--- src/hw/rtl/scheme_token_lexer_macros.svh ---
// ----------------------------------------------------------------------------
// Scheme token lexer assertion macros
// Shared concurrent assertion forms, clocked on clk and disabled in reset.
// ----------------------------------------------------------------------------
`ifndef SCHEME_TOKEN_LEXER_MACROS_SVH
`define SCHEME_TOKEN_LEXER_MACROS_SVH

// same-cycle implication
`define STL_ASSERT_NOW(lbl, ante, cons, msg) \
    lbl: assert property (@(posedge clk) disable iff (!rst_n) (ante) |-> (cons)) \
        else $error(msg);

// next-cycle implication
`define STL_ASSERT_NEXT(lbl, ante, cons, msg) \
    lbl: assert property (@(posedge clk) disable iff (!rst_n) (ante) |=> (cons)) \
        else $error(msg);

`endif

--- src/hw/rtl/stl_pkg.sv ---
// ----------------------------------------------------------------------------
// stl_pkg
// Types and constants shared by the Scheme token lexer modules.
// ----------------------------------------------------------------------------
`default_nettype none

package stl_pkg;

    // lexer modes
    localparam logic [2:0] M_IDLE = 3'd0;
    localparam logic [2:0] M_SIGN = 3'd1;
    localparam logic [2:0] M_DOT  = 3'd2;
    localparam logic [2:0] M_NUM  = 3'd3;
    localparam logic [2:0] M_ATOM = 3'd4;
    localparam logic [2:0] M_STR  = 3'd5;
    localparam logic [2:0] M_ERR  = 3'd6;

    // token types
    localparam logic [3:0] TT_END      = 4'd0;
    localparam logic [3:0] TT_INT      = 4'd1;
    localparam logic [3:0] TT_FLOAT    = 4'd2;
    localparam logic [3:0] TT_STRING   = 4'd3;
    localparam logic [3:0] TT_ATOM     = 4'd4;
    localparam logic [3:0] TT_DOT      = 4'd5;
    localparam logic [3:0] TT_LPAREN   = 4'd6;
    localparam logic [3:0] TT_RPAREN   = 4'd7;
    localparam logic [3:0] TT_LBRACKET = 4'd8;
    localparam logic [3:0] TT_RBRACKET = 4'd9;
    localparam logic [3:0] TT_ERROR    = 4'd10;

    // error codes
    localparam logic [2:0] E_NONE     = 3'd0;
    localparam logic [2:0] E_TOO_LONG = 3'd1;
    localparam logic [2:0] E_DOT_EXP  = 3'd2;
    localparam logic [2:0] E_EXP_NODG = 3'd3;
    localparam logic [2:0] E_ATOM_CH  = 3'd4;
    localparam logic [2:0] E_UNTERM   = 3'd5;

    // characters
    localparam logic [7:0] CH_TAB    = 8'h09;
    localparam logic [7:0] CH_LF     = 8'h0A;
    localparam logic [7:0] CH_CR     = 8'h0D;
    localparam logic [7:0] CH_SPACE  = 8'h20;
    localparam logic [7:0] CH_QUOTE  = 8'h22;
    localparam logic [7:0] CH_LPAREN = 8'h28;
    localparam logic [7:0] CH_RPAREN = 8'h29;
    localparam logic [7:0] CH_PLUS   = 8'h2B;
    localparam logic [7:0] CH_MINUS  = 8'h2D;
    localparam logic [7:0] CH_DOT    = 8'h2E;
    localparam logic [7:0] CH_ZERO   = 8'h30;
    localparam logic [7:0] CH_NINE   = 8'h39;
    localparam logic [7:0] CH_E_UP   = 8'h45;
    localparam logic [7:0] CH_LBRACK = 8'h5B;
    localparam logic [7:0] CH_RBRACK = 8'h5D;
    localparam logic [7:0] CH_E_LO   = 8'h65;

    localparam logic [5:0] MAX_LEN_RESET = 6'd32;

    // what one accepted word will emit
    typedef struct packed {
        logic       s0_en;     // dot token ahead of the rest
        logic       txt_en;    // buffered text
        logic [3:0] txt_type;
        logic       s1_en;     // bracket, dot or error token
        logic [3:0] s1_type;
        logic       s1_has;
        logic [7:0] s1_char;
        logic [2:0] s1_err;
        logic       s2_en;     // end token
    } stl_plan_t;

    // text cell writes
    typedef struct packed {
        logic       a_en;
        logic [7:0] a_data;
        logic       b_en;      // second char into cell 1
    } stl_wr_t;

    typedef struct packed {
        logic [3:0] token_type;
        logic       has_char;
        logic [7:0] text_char;
        logic       last_of_token;
        logic [2:0] error_code;
        logic       last_of_run;
    } stl_res_t;

endpackage

`default_nettype wire

--- src/hw/rtl/stl_cell.sv ---
// ----------------------------------------------------------------------------
// stl_cell
// One character of the token text chain: load in place or shift to head.
// ----------------------------------------------------------------------------
`default_nettype none

module stl_cell (
    input  wire logic       clk,
    input  wire logic       ld,
    input  wire logic [7:0] ld_data,
    input  wire logic       shift,
    input  wire logic [7:0] shift_in,
    output logic      [7:0] q
);

    logic [7:0] q_reg;
    logic [7:0] q_next;

    always_comb
    begin
        q_next = q_reg;
        if (shift)
        begin
            q_next = shift_in;
        end
        else if (ld)
        begin
            q_next = ld_data;
        end
    end

    always_ff @(posedge clk)
    begin
        q_reg <= q_next;
    end

    assign q = q_reg;

endmodule

`default_nettype wire

--- src/hw/rtl/stl_lexer.sv ---
// ----------------------------------------------------------------------------
// stl_lexer
// Token state machine: classifies each word, drives cell writes and
// hands an emission plan to the sequencer.
// ----------------------------------------------------------------------------
`default_nettype none

module stl_lexer import stl_pkg::*; #(
    parameter int MAX_TOKEN = 32,
    parameter int LW        = $clog2(MAX_TOKEN + 1),
    parameter int IW        = $clog2(MAX_TOKEN)
) (
    input  wire logic          clk,
    input  wire logic          rst_n,
    input  wire logic          cfg_we,
    input  wire logic [5:0]    cfg_wdata,
    input  wire logic          in_fire,
    input  wire logic [7:0]    ch,
    input  wire logic          end_of_input,
    output stl_plan_t          plan,
    output logic      [LW-1:0] txt_len,
    output stl_wr_t            wr,
    output logic      [IW-1:0] wr_idx
);

    logic [2:0]    mode_reg, mode_next;
    logic [LW-1:0] len_reg, len_next;
    logic          flt_reg, flt_next;
    logic          dig_reg, dig_next;
    logic          exp_reg, exp_next;
    logic [5:0]    max_len_reg;

    logic [LW-1:0] lim;
    logic          c_dig, c_e, c_space, c_term, c_sign;
    logic [3:0]    brk;
    stl_wr_t       wr_raw;

    assign lim = (max_len_reg > 6'(MAX_TOKEN)) ? LW'(MAX_TOKEN) : LW'(max_len_reg);

    assign c_dig   = (ch >= CH_ZERO) && (ch <= CH_NINE);
    assign c_e     = (ch == CH_E_LO) || (ch == CH_E_UP);
    assign c_space = (ch == CH_SPACE) || ((ch >= CH_TAB) && (ch <= CH_CR));
    assign c_term  = (ch == CH_SPACE) || (ch == CH_LF) || (ch == CH_TAB)
                   || (ch == CH_RPAREN) || (ch == CH_RBRACK);
    assign c_sign  = (ch == CH_PLUS) || (ch == CH_MINUS);

    always_comb
    begin
        case (ch)
            CH_LPAREN: brk = TT_LPAREN;
            CH_RPAREN: brk = TT_RPAREN;
            CH_LBRACK: brk = TT_LBRACKET;
            CH_RBRACK: brk = TT_RBRACKET;
            default:   brk = TT_END;
        endcase
    end

    always_comb
    begin : p_next
        logic [LW-1:0] bl;
        logic          bf, bd, be;
        logic          do_num, do_atom, do_idle, do_app, do_close, fail_en;
        logic [2:0]    fail_code;
        logic [2:0]    app_mode;
        logic [3:0]    close_type;

        bl         = len_reg;
        bf         = flt_reg;
        bd         = dig_reg;
        be         = exp_reg;
        do_num     = 1'b0;
        do_atom    = 1'b0;
        do_idle    = 1'b0;
        do_app     = 1'b0;
        do_close   = 1'b0;
        fail_en    = 1'b0;
        fail_code  = E_NONE;
        app_mode   = M_IDLE;
        close_type = TT_ATOM;

        mode_next = mode_reg;
        len_next  = len_reg;
        flt_next  = flt_reg;
        dig_next  = dig_reg;
        exp_next  = exp_reg;
        plan      = '0;
        txt_len   = len_reg;
        wr_raw    = '0;
        wr_idx    = '0;

        if (end_of_input)
        begin
            case (mode_reg)
                M_SIGN, M_ATOM:
                begin
                    plan.txt_en   = 1'b1;
                    plan.txt_type = TT_ATOM;
                end
                M_NUM:
                begin
                    plan.txt_en   = 1'b1;
                    plan.txt_type = flt_reg ? TT_FLOAT : TT_INT;
                end
                M_DOT:
                begin
                    plan.s1_en   = 1'b1;
                    plan.s1_type = TT_DOT;
                    plan.s1_has  = 1'b1;
                    plan.s1_char = CH_DOT;
                end
                M_STR:
                begin
                    plan.s1_en   = 1'b1;
                    plan.s1_type = TT_ERROR;
                    plan.s1_err  = E_UNTERM;
                end
                default:
                begin
                end
            endcase
            plan.s2_en = 1'b1;
            mode_next  = M_IDLE;
            len_next   = '0;
            flt_next   = 1'b0;
            dig_next   = 1'b0;
            exp_next   = 1'b0;
        end
        else
        begin
            case (mode_reg)
                M_SIGN:
                begin
                    if ((ch == CH_DOT) || c_dig)
                    begin
                        do_num = 1'b1;
                    end
                    else
                    begin
                        do_atom = 1'b1;
                    end
                end
                M_DOT:
                begin
                    if (c_dig)
                    begin
                        if (lim < LW'(2))
                        begin
                            fail_en   = 1'b1;
                            fail_code = E_TOO_LONG;
                        end
                        else
                        begin
                            wr_raw.a_en   = 1'b1;
                            wr_raw.a_data = CH_DOT;
                            wr_raw.b_en   = 1'b1;
                            wr_idx        = '0;
                            mode_next     = M_NUM;
                            len_next      = LW'(2);
                            flt_next      = 1'b1;
                            dig_next      = 1'b1;
                            exp_next      = 1'b0;
                        end
                    end
                    else
                    begin
                        plan.s0_en = 1'b1;
                        mode_next  = M_IDLE;
                        do_idle    = 1'b1;
                    end
                end
                M_NUM:  do_num  = 1'b1;
                M_ATOM: do_atom = 1'b1;
                M_STR:
                begin
                    if (ch == CH_QUOTE)
                    begin
                        plan.txt_en   = 1'b1;
                        plan.txt_type = TT_STRING;
                        mode_next     = M_IDLE;
                        len_next      = '0;
                        flt_next      = 1'b0;
                        dig_next      = 1'b0;
                        exp_next      = 1'b0;
                    end
                    else
                    begin
                        do_app   = 1'b1;
                        app_mode = M_STR;
                    end
                end
                M_ERR:
                begin
                end
                default:
                begin
                    mode_next = M_IDLE;
                    do_idle   = 1'b1;
                end
            endcase

            if (do_idle && !c_space)
            begin
                bl       = '0;
                bf       = 1'b0;
                bd       = 1'b0;
                be       = 1'b0;
                len_next = '0;
                flt_next = 1'b0;
                dig_next = 1'b0;
                exp_next = 1'b0;
                if (c_sign)
                begin
                    do_app   = 1'b1;
                    app_mode = M_SIGN;
                end
                else if (c_dig)
                begin
                    do_num = 1'b1;
                end
                else if (ch == CH_QUOTE)
                begin
                    mode_next = M_STR;
                end
                else if (ch == CH_DOT)
                begin
                    mode_next = M_DOT;
                end
                else if (brk != TT_END)
                begin
                    plan.s1_en   = 1'b1;
                    plan.s1_type = brk;
                    plan.s1_has  = 1'b1;
                    plan.s1_char = ch;
                end
                else
                begin
                    do_atom = 1'b1;
                end
            end

            if (do_num)
            begin
                app_mode = M_NUM;
                if (c_term)
                begin
                    do_close   = 1'b1;
                    close_type = bf ? TT_FLOAT : TT_INT;
                end
                else if (ch == CH_DOT)
                begin
                    if (be)
                    begin
                        fail_en   = 1'b1;
                        fail_code = E_DOT_EXP;
                    end
                    else
                    begin
                        bf     = 1'b1;
                        do_app = 1'b1;
                    end
                end
                else if (c_e)
                begin
                    if (!bd)
                    begin
                        fail_en   = 1'b1;
                        fail_code = E_EXP_NODG;
                    end
                    else
                    begin
                        bf     = 1'b1;
                        be     = 1'b1;
                        do_app = 1'b1;
                    end
                end
                else
                begin
                    if (c_dig)
                    begin
                        bd = 1'b1;
                    end
                    do_app = 1'b1;
                end
            end

            if (do_atom)
            begin
                app_mode = M_ATOM;
                if (c_term)
                begin
                    do_close   = 1'b1;
                    close_type = TT_ATOM;
                end
                else if ((ch == CH_LPAREN) || (ch == CH_LBRACK) || (ch == CH_DOT)
                         || (ch == CH_QUOTE))
                begin
                    fail_en   = 1'b1;
                    fail_code = E_ATOM_CH;
                end
                else
                begin
                    do_app = 1'b1;
                end
            end

            if (do_close)
            begin
                plan.txt_en   = 1'b1;
                plan.txt_type = close_type;
                txt_len       = bl;
                if (brk != TT_END)
                begin
                    plan.s1_en   = 1'b1;
                    plan.s1_type = brk;
                    plan.s1_has  = 1'b1;
                    plan.s1_char = ch;
                end
                mode_next = M_IDLE;
                len_next  = '0;
                flt_next  = 1'b0;
                dig_next  = 1'b0;
                exp_next  = 1'b0;
            end

            if (do_app)
            begin
                if (bl >= lim)
                begin
                    fail_en   = 1'b1;
                    fail_code = E_TOO_LONG;
                end
                else
                begin
                    wr_raw.a_en   = 1'b1;
                    wr_raw.a_data = ch;
                    wr_idx        = bl[IW-1:0];
                    mode_next     = app_mode;
                    len_next      = bl + LW'(1);
                    flt_next      = bf;
                    dig_next      = bd;
                    exp_next      = be;
                end
            end

            if (fail_en)
            begin
                plan.s1_en   = 1'b1;
                plan.s1_type = TT_ERROR;
                plan.s1_has  = 1'b0;
                plan.s1_char = '0;
                plan.s1_err  = fail_code;
                wr_raw       = '0;
                mode_next    = M_ERR;
                len_next     = '0;
                flt_next     = 1'b0;
                dig_next     = 1'b0;
                exp_next     = 1'b0;
            end
        end
    end

    assign wr = in_fire ? wr_raw : '0;

    always_ff @(posedge clk or negedge rst_n)
    begin
        if (!rst_n)
        begin
            mode_reg    <= M_IDLE;
            len_reg     <= '0;
            flt_reg     <= 1'b0;
            dig_reg     <= 1'b0;
            exp_reg     <= 1'b0;
            max_len_reg <= MAX_LEN_RESET;
        end
        else
        begin
            if (in_fire)
            begin
                mode_reg <= mode_next;
                len_reg  <= len_next;
                flt_reg  <= flt_next;
                dig_reg  <= dig_next;
                exp_reg  <= exp_next;
            end
            if (cfg_we)
            begin
                max_len_reg <= cfg_wdata;
            end
        end
    end

endmodule

`default_nettype wire

--- src/hw/rtl/stl_emit.sv ---
// ----------------------------------------------------------------------------
// stl_emit
// Result sequencer: walks the plan of one word, drains the text chain one
// character per result and holds the output register.
// ----------------------------------------------------------------------------
`default_nettype none

module stl_emit import stl_pkg::*; #(
    parameter int LW = 6
) (
    input  wire logic          clk,
    input  wire logic          rst_n,
    input  wire logic          in_fire,
    input  stl_plan_t          plan,
    input  wire logic [LW-1:0] txt_len,
    input  wire logic [7:0]    head_char,
    input  wire logic          out_stall,
    output logic               busy,
    output logic               shift,
    output logic               out_valid,
    output stl_res_t           res
);

    localparam logic [2:0] PH_IDLE = 3'd0;
    localparam logic [2:0] PH_S0   = 3'd1;
    localparam logic [2:0] PH_TXT  = 3'd2;
    localparam logic [2:0] PH_S1   = 3'd3;
    localparam logic [2:0] PH_S2   = 3'd4;

    logic [2:0]    ph_reg, ph_next;
    stl_plan_t     plan_reg;
    logic [LW-1:0] cnt_reg, cnt_next;
    logic          ov_reg, ov_next;
    stl_res_t      res_reg, res_next;

    logic [2:0] first_s1, first_txt, first_ph;
    logic [2:0] after_s1, after_txt, after_s0;
    logic       fire;

    assign first_s1  = plan.s2_en ? PH_S2 : PH_IDLE;
    assign first_txt = plan.s1_en ? PH_S1 : first_s1;
    assign first_ph  = plan.s0_en ? PH_S0 : (plan.txt_en ? PH_TXT : first_txt);

    assign after_s1  = plan_reg.s2_en ? PH_S2 : PH_IDLE;
    assign after_txt = plan_reg.s1_en ? PH_S1 : after_s1;
    assign after_s0  = plan_reg.txt_en ? PH_TXT : after_txt;

    assign busy  = (ph_reg != PH_IDLE);
    assign fire  = busy && (!ov_reg || !out_stall);
    assign shift = fire && (ph_reg == PH_TXT) && (cnt_reg != '0);

    always_comb
    begin
        ph_next  = ph_reg;
        cnt_next = cnt_reg;
        res_next = res_reg;
        ov_next  = ov_reg && out_stall;

        if (in_fire)
        begin
            ph_next  = first_ph;
            cnt_next = txt_len;
        end
        else if (fire)
        begin
            ov_next                = 1'b1;
            res_next               = '0;
            res_next.last_of_token = 1'b1;
            case (ph_reg)
                PH_S0:
                begin
                    res_next.token_type = TT_DOT;
                    res_next.has_char   = 1'b1;
                    res_next.text_char  = CH_DOT;
                    ph_next             = after_s0;
                end
                PH_TXT:
                begin
                    res_next.token_type    = plan_reg.txt_type;
                    res_next.has_char      = (cnt_reg != '0);
                    res_next.text_char     = (cnt_reg != '0) ? head_char : 8'h00;
                    res_next.last_of_token = (cnt_reg <= LW'(1));
                    if (cnt_reg > LW'(1))
                    begin
                        ph_next = PH_TXT;
                    end
                    else
                    begin
                        ph_next = after_txt;
                    end
                    if (cnt_reg != '0)
                    begin
                        cnt_next = cnt_reg - LW'(1);
                    end
                end
                PH_S1:
                begin
                    res_next.token_type = plan_reg.s1_type;
                    res_next.has_char   = plan_reg.s1_has;
                    res_next.text_char  = plan_reg.s1_char;
                    res_next.error_code = plan_reg.s1_err;
                    ph_next             = after_s1;
                end
                PH_S2:
                begin
                    res_next.token_type = TT_END;
                    ph_next             = PH_IDLE;
                end
                default:
                begin
                    ph_next = PH_IDLE;
                end
            endcase
            res_next.last_of_run = (ph_next == PH_IDLE);
        end
    end

    always_ff @(posedge clk or negedge rst_n)
    begin
        if (!rst_n)
        begin
            ph_reg <= PH_IDLE;
            ov_reg <= 1'b0;
        end
        else
        begin
            ph_reg <= ph_next;
            ov_reg <= ov_next;
        end
    end

    always_ff @(posedge clk)
    begin
        if (in_fire)
        begin
            plan_reg <= plan;
        end
        cnt_reg <= cnt_next;
        res_reg <= res_next;
    end

    assign out_valid = ov_reg;
    assign res       = res_reg;

endmodule

`default_nettype wire

--- src/hw/rtl/scheme_token_lexer.sv ---
// ----------------------------------------------------------------------------
// scheme_token_lexer
// Streaming Scheme tokeniser with a shifting chain of text cells.
// ----------------------------------------------------------------------------
// Input words carry one character (ch) or an end mark (end_of_input) on a
// valid/stall channel; a word is taken when in_valid is high and in_stall low.
// Each word yields zero or more result words on the output valid/stall
// channel, one field per port; last_of_run marks the final one of a word.
// A taken word loads the plan and phase registers; the sequencer then writes
// its first result into the output register. Results leave at one per cycle
// while out_stall is low; a word causing results stalls the input until
// the last result is loaded; one causing none does not. Token text is drained
// from the head of the cell chain, one cell shift per character.
// out_stall freezes a valid output register and the sequencer; nothing is lost.
// max_token_len must be written via cfg_we/cfg_wdata while the block is idle;
// the block does not enforce it. Reset returns the lexer to idle with an
// empty token and sets max_token_len to 32; the text cells need no clearing.
// ----------------------------------------------------------------------------
`default_nettype none

`include "scheme_token_lexer_macros.svh"

module scheme_token_lexer import stl_pkg::*; #(
    parameter int MAX_TOKEN = 32
) (
    input  wire logic       clk,
    input  wire logic       rst_n,
    input  wire logic       cfg_we,
    input  wire logic [5:0] cfg_wdata,
    input  wire logic       in_valid,
    output logic            in_stall,
    input  wire logic [7:0] ch,
    input  wire logic       end_of_input,
    output logic            out_valid,
    input  wire logic       out_stall,
    output logic      [3:0] token_type,
    output logic            has_char,
    output logic      [7:0] text_char,
    output logic            last_of_token,
    output logic      [2:0] error_code,
    output logic            last_of_run
);

    localparam int LW = $clog2(MAX_TOKEN + 1);
    localparam int IW = $clog2(MAX_TOKEN);

    logic          in_fire;
    logic          busy;
    logic          shift;
    stl_plan_t     plan;
    logic [LW-1:0] txt_len;
    stl_wr_t       wr;
    logic [IW-1:0] wr_idx;
    stl_res_t      res;
    logic [7:0]    cell_q [MAX_TOKEN];
    logic          err_tok;
    logic          end_tok;

    assign in_stall = busy;
    assign in_fire  = in_valid && !busy;

    stl_lexer #(
        .MAX_TOKEN (MAX_TOKEN),
        .LW        (LW),
        .IW        (IW)
    ) u_lexer (
        .clk          (clk),
        .rst_n        (rst_n),
        .cfg_we       (cfg_we),
        .cfg_wdata    (cfg_wdata),
        .in_fire      (in_fire),
        .ch           (ch),
        .end_of_input (end_of_input),
        .plan         (plan),
        .txt_len      (txt_len),
        .wr           (wr),
        .wr_idx       (wr_idx)
    );

    for (genvar i = 0; i < MAX_TOKEN; i++)
    begin : g_cell
        logic       ld;
        logic       a_hit;
        logic [7:0] ld_data;
        logic [7:0] sin;

        assign a_hit   = wr.a_en && (wr_idx == IW'(i));
        assign ld      = a_hit || (wr.b_en && (i == 1));
        assign ld_data = a_hit ? wr.a_data : ch;

        if (i == MAX_TOKEN - 1)
        begin : g_tail
            assign sin = 8'h00;
        end
        else
        begin : g_link
            assign sin = cell_q[i + 1];
        end

        stl_cell u_cell (
            .clk      (clk),
            .ld       (ld),
            .ld_data  (ld_data),
            .shift    (shift),
            .shift_in (sin),
            .q        (cell_q[i])
        );
    end

    stl_emit #(
        .LW (LW)
    ) u_emit (
        .clk       (clk),
        .rst_n     (rst_n),
        .in_fire   (in_fire),
        .plan      (plan),
        .txt_len   (txt_len),
        .head_char (cell_q[0]),
        .out_stall (out_stall),
        .busy      (busy),
        .shift     (shift),
        .out_valid (out_valid),
        .res       (res)
    );

    assign token_type    = res.token_type;
    assign has_char      = res.has_char;
    assign text_char     = res.text_char;
    assign last_of_token = res.last_of_token;
    assign error_code    = res.error_code;
    assign last_of_run   = res.last_of_run;

    assign err_tok = (token_type == TT_ERROR);
    assign end_tok = (token_type == TT_END);

    // an end mark always produces at least the end token
    `STL_ASSERT_NEXT(a_eoi_busy, in_fire && end_of_input, in_stall, "end mark gave no result")
    `STL_ASSERT_NOW(a_err_code, out_valid, err_tok == (error_code != E_NONE), "bad error code")
    `STL_ASSERT_NOW(a_no_char, out_valid && !has_char, text_char == 8'h00, "stray text char")
    `STL_ASSERT_NOW(a_end_last, out_valid && end_tok, last_of_run && last_of_token, "end not last")

endmodule

`default_nettype wire

--- config.mk ---
export PLATFORM = sky130hd
export DESIGN_NAME = scheme_token_lexer
export DESIGN_NICKNAME = d
export VERILOG_FILES = /design/src/hw/rtl/stl_pkg.sv /design/src/hw/rtl/stl_cell.sv /design/src/hw/rtl/stl_lexer.sv /design/src/hw/rtl/stl_emit.sv /design/src/hw/rtl/scheme_token_lexer.sv
export VERILOG_INCLUDE_DIRS = /design/src /design/src/hw/rtl
export SDC_FILE = /design/constraint.sdc
export NUM_CORES = 1
export LEC_CHECK = 0
export BUFFER_PORTS_ARGS = -buffer_cell sky130_fd_sc_hd__buf_2
export CAP_MARGIN = 5
export CELL_PAD_IN_SITES_DETAIL_PLACEMENT = 1
export CELL_PAD_IN_SITES_GLOBAL_PLACEMENT = 2
export CORE_UTILIZATION = 46
export CTS_CLUSTER_SIZE = 30
export DETAILED_ROUTE_END_ITERATION = 12
export GPL_ROUTABILITY_DRIVEN = 0
export PLACE_DENSITY = 0.81
export RECOVER_POWER = 50
export SLEW_MARGIN = 20
export SYNTH_ARGS = -nofsm -noshare
export SYNTH_HDL_FRONTEND = slang
export SYNTH_SLANG_ARGS = --single-unit
--- constraint.sdc ---
create_clock -name clk -period 15.5 [get_ports clk]
set_clock_uncertainty 0.1 [all_clocks]
set_input_delay 1.55 -clock clk [delete_from_list [all_inputs] [get_ports clk]]
set_output_delay 1.55 -clock clk [all_outputs]
set_load 0.05 [all_outputs]
==> impl_metrics.yaml <==
hold_path:
  whs_path_depth: 1
  min_to: "g_cell[31].u_cell.q[5]"
  min-delay-start: "g_cell[31].u_cell.q[5]"
  min_path_type: "flop to flop"
synthesis:
  syn_inst: 1246
  synth_compound_area_share_pct: 13.93
  synth_top_cell_area_share_pct: 61.01
  netlist_area_um2: 14470
  ys_seq_area_share_pct: 65.93
  synthAdderAreaFrac_pct: 0.8473
  async_flop_share_pct: 6.790
  yosysWarnings: 0
  synth.largest_area_cell: "edfxtp_1"
  synth_enable_flop_cells: 294
  synth.area.mux_share_pct: 0.6052
  syn_nets: 1275
  ys_top_cells_by_area: "edfxtp_1 61%, nand2_1 8.5%, a21o_1 6.5%, dfrtp_1 3.6%, o21ai_0 1.7%"
  yosys.area_share.simple_pct: 15.23
  synth.most_common_cell: "nand2_1"
  synth_top_family_by_area: "simple AND/OR/NAND/NOR gates"
  synth_ff_type: "edfxtp_1"
  ys_ff_latch: 324
  avgSynthCellArea_um2: 11.61
  synth-xor-area-share_pct: 0.3631
  synth.distinct_cells: 72
  yosys-top-cells-count: "326 x nand2_1, 294 x edfxtp_1, 126 x a21o_1"
sta:
  report.final.setup_viol: 0
  maxSlewHeadroom_pct: -149.7
  holdWs_ns: 0.3846
  slew_viol_final: 341
  rsz0062_at_grt: "false"
  finalCritPeriodShare_pct: 54.62
  fmax_ghz: 0.1181
  finalHoldViolations: 0
  worst-slew-pin-transition_ns: 3.743
  layout_min_cycle_time_ns: 8.466
  setup_tns_ns: 0
setup_path:
  cpPeakStageDelay_ns: 1.59
  critPathLaunchType: "input port"
  worstPathRequired_ns: 15.54
  reg2reg_to: "g_cell[9].u_cell.q[0]"
  worstSetupEndpointType: "flop"
  critical_path.max_fanout: 31
  r2r_start: "u_lexer.mode_reg[2]"
  cpMaxStageDelayCell: "clkbuf_1"
  r2r_cells: 16
  r2r_slack_ns: 8.27
  crit_type: "input port to flop"
  worstPathCellList: "clkbuf_1 > o21ai_0 > a41oi_1 > a31o_2 > nand2_1 > nand2_1 > clkinv_1 > ha_1 > nand2_1 > o31ai_1 > nor4_1 > nor3_1 > clkbuf_1 > nor3_1 > nand2_1 > clkbuf_1 > nand2_1"
  arrival_ns: 8.51
  path_common_cell: "nand2_1"
floorplan:
  io_pins: 40
  initial_core_util_pct: 47.06
  core-area_um2: 30750
  die_y_um: 179.4
  dieArea_um2: 32170
  die_w_um: 179.4
  fp-row-count: 64
clock_tree:
  ctsRootBufferMaster: "clkbuf_16"
  cts_setup_buffers: 0
  ctsResizeCount: 0
  ctsHoldBuffers: 0
  cts_tree: "done"
  clk_latency_ns: 0.52
  cts_buffer_depth: 3
  clock-sinks: 324
  clkTransAtPathRegs_ns: 0.06
  htreeDepth: 2
  numCtsBuffers: 36
global_routing:
  overflow: 0
  grt_pass1_wl_um: 56630
  grt_max_degree: 91
  grt_pass1_vias: 9833
  antenna_found_initial: 0
  groute.usage.overall_pct: 23.36
power:
  pwr-share-clk_pct: 29.0
  p_int_uw: 1885
  p_seq_share_pct: 46.2
  power_density_nw_per_um2: 176.4
  power_switching_uw: 927.2
  switching_share_pct: 32.97
  combPwrFrac_pct: 24.8
  p_leak_uw: 0.007078
  peakVddDrop_mv: 0.08081
route:
  route.detailed.drc: 10
  drtPass1Iterations: 9
  postRouteAntennaNets: 0
  drt_iter0_drc: 774
  vias: 9664
  via_per_inst: 5.787
  post_drt_wl_per_cell_um: 21.60
  routed_wl_um: 36080
layout:
  fin_nets: 1278
  drive_gt1_share_pct: 7.143
  diodes: 0
  area_growth_pct: 10.19
  largest_reg_flops: 256
job:
  drv_cap: 10
place:
  port_buffers: 39
  hpwl_um: 23050
outcome:
  status: "finished with violations"
  violations: "DRC, capacitance limit, slew limit"
[layer usage]
layer  routed length (um)  global-route usage (%)  vias up
met1                17060                   33.76     4866
met3                 1950                   3.987       54
met4                  693                   6.127        0
met2                16380                   36.51      252
met5                    0                       0        -
li1                     -                       -     4492
[through the flow]
stage	total power [uW]	util (%)	cell area (um^2)	instances	setup WS, ns
final	2812	51.86	15950	1670	7.034
after global routing	2951	51.86	15950	1670	6.596
after CTS	2838	52.16	16040	1670	8.407
after detailed placement	2014	48.52	14920	1607	7.951
after global placement	1992	48.50	14910	1607	7.987
after floorplan	1801	-	14470	1246	9.050
[placed cells by master (no fill, tap or decap), types with 10 or more instances in the layout]
cell type,n
edfxtp_1,294
nand2_1,326
a22o_1,11
clkinv_1,10
nor2_1,47
nor3_1,18
buf_2,14
a21oi_1,33
clkbuf_1,38
nand3_1,19
dfrtp_1,21
o21ai_0,39
nand2b_1,12
or3_1,10
clkbuf_16,36
inv_1,18
a21o_1,126
o21ai_1,25
[cell families after synthesis]
| logic type | Yosys count |
|---|---|
| buffers and inverters | 108 |
| AO/OA/AOI/OAI | 293 |
| AND/OR/NAND/NOR | 496 |
| flip-flops | 324 |
| other | 1 |
| adder cells (fa/ha/maj) | 10 |
| multiplexers | 8 |
| XOR/XNOR | 6 |
[power groups by stage]
stage	Clock, uW	Combinational [uW]	Sequential (uW)
floorplan	0	442	1360
global placement	0	685	1310
detailed placement	0	700	1310
CTS	833	707	1300
global route	860	771	1320
finish	816	698	1300
[worst max-delay path by stage]
stage	start	end	slack, ns	cells after the start
after floorplan	ch[1]	g_cell[5].u_cell.q[0]	9.05	17
after global placement	ch[1]	g_cell[9].u_cell.q[1]	7.99	15
after detailed placement	ch[1]	g_cell[22].u_cell.q[0]	7.95	16
after CTS	ch[1]	g_cell[25].u_cell.q[4]	8.41	15
after global routing	ch[2]	g_cell[9].u_cell.q[0]	6.60	17
final	ch[2]	g_cell[9].u_cell.q[0]	7.03	17
[cell type report]
type / instances / area (um^2)
Inverter: 19 / 71.32
Timing Repair Buffer: 54 / 239.0
Sequential cell: 324 / 9540
Clock inverter: 24 / 209.0
Multi-Input combinational cell: 814 / 4478
Clock buffer: 39 / 912.1
Fill cell: 3200 / 14800
Tap cell: 396 / 495.5
[worst max-delay path, delay by kind of cell]
kind / cells / cell delay [ns]
adders and majority gates: 1 / 0.40
and+or+nand+nor: 8 / 2.18
AOI/OAI and AO/OA: 4 / 1.20
buffers and inverters: 4 / 3.15
No activity file was read; power rests on OpenSTA's default activity.
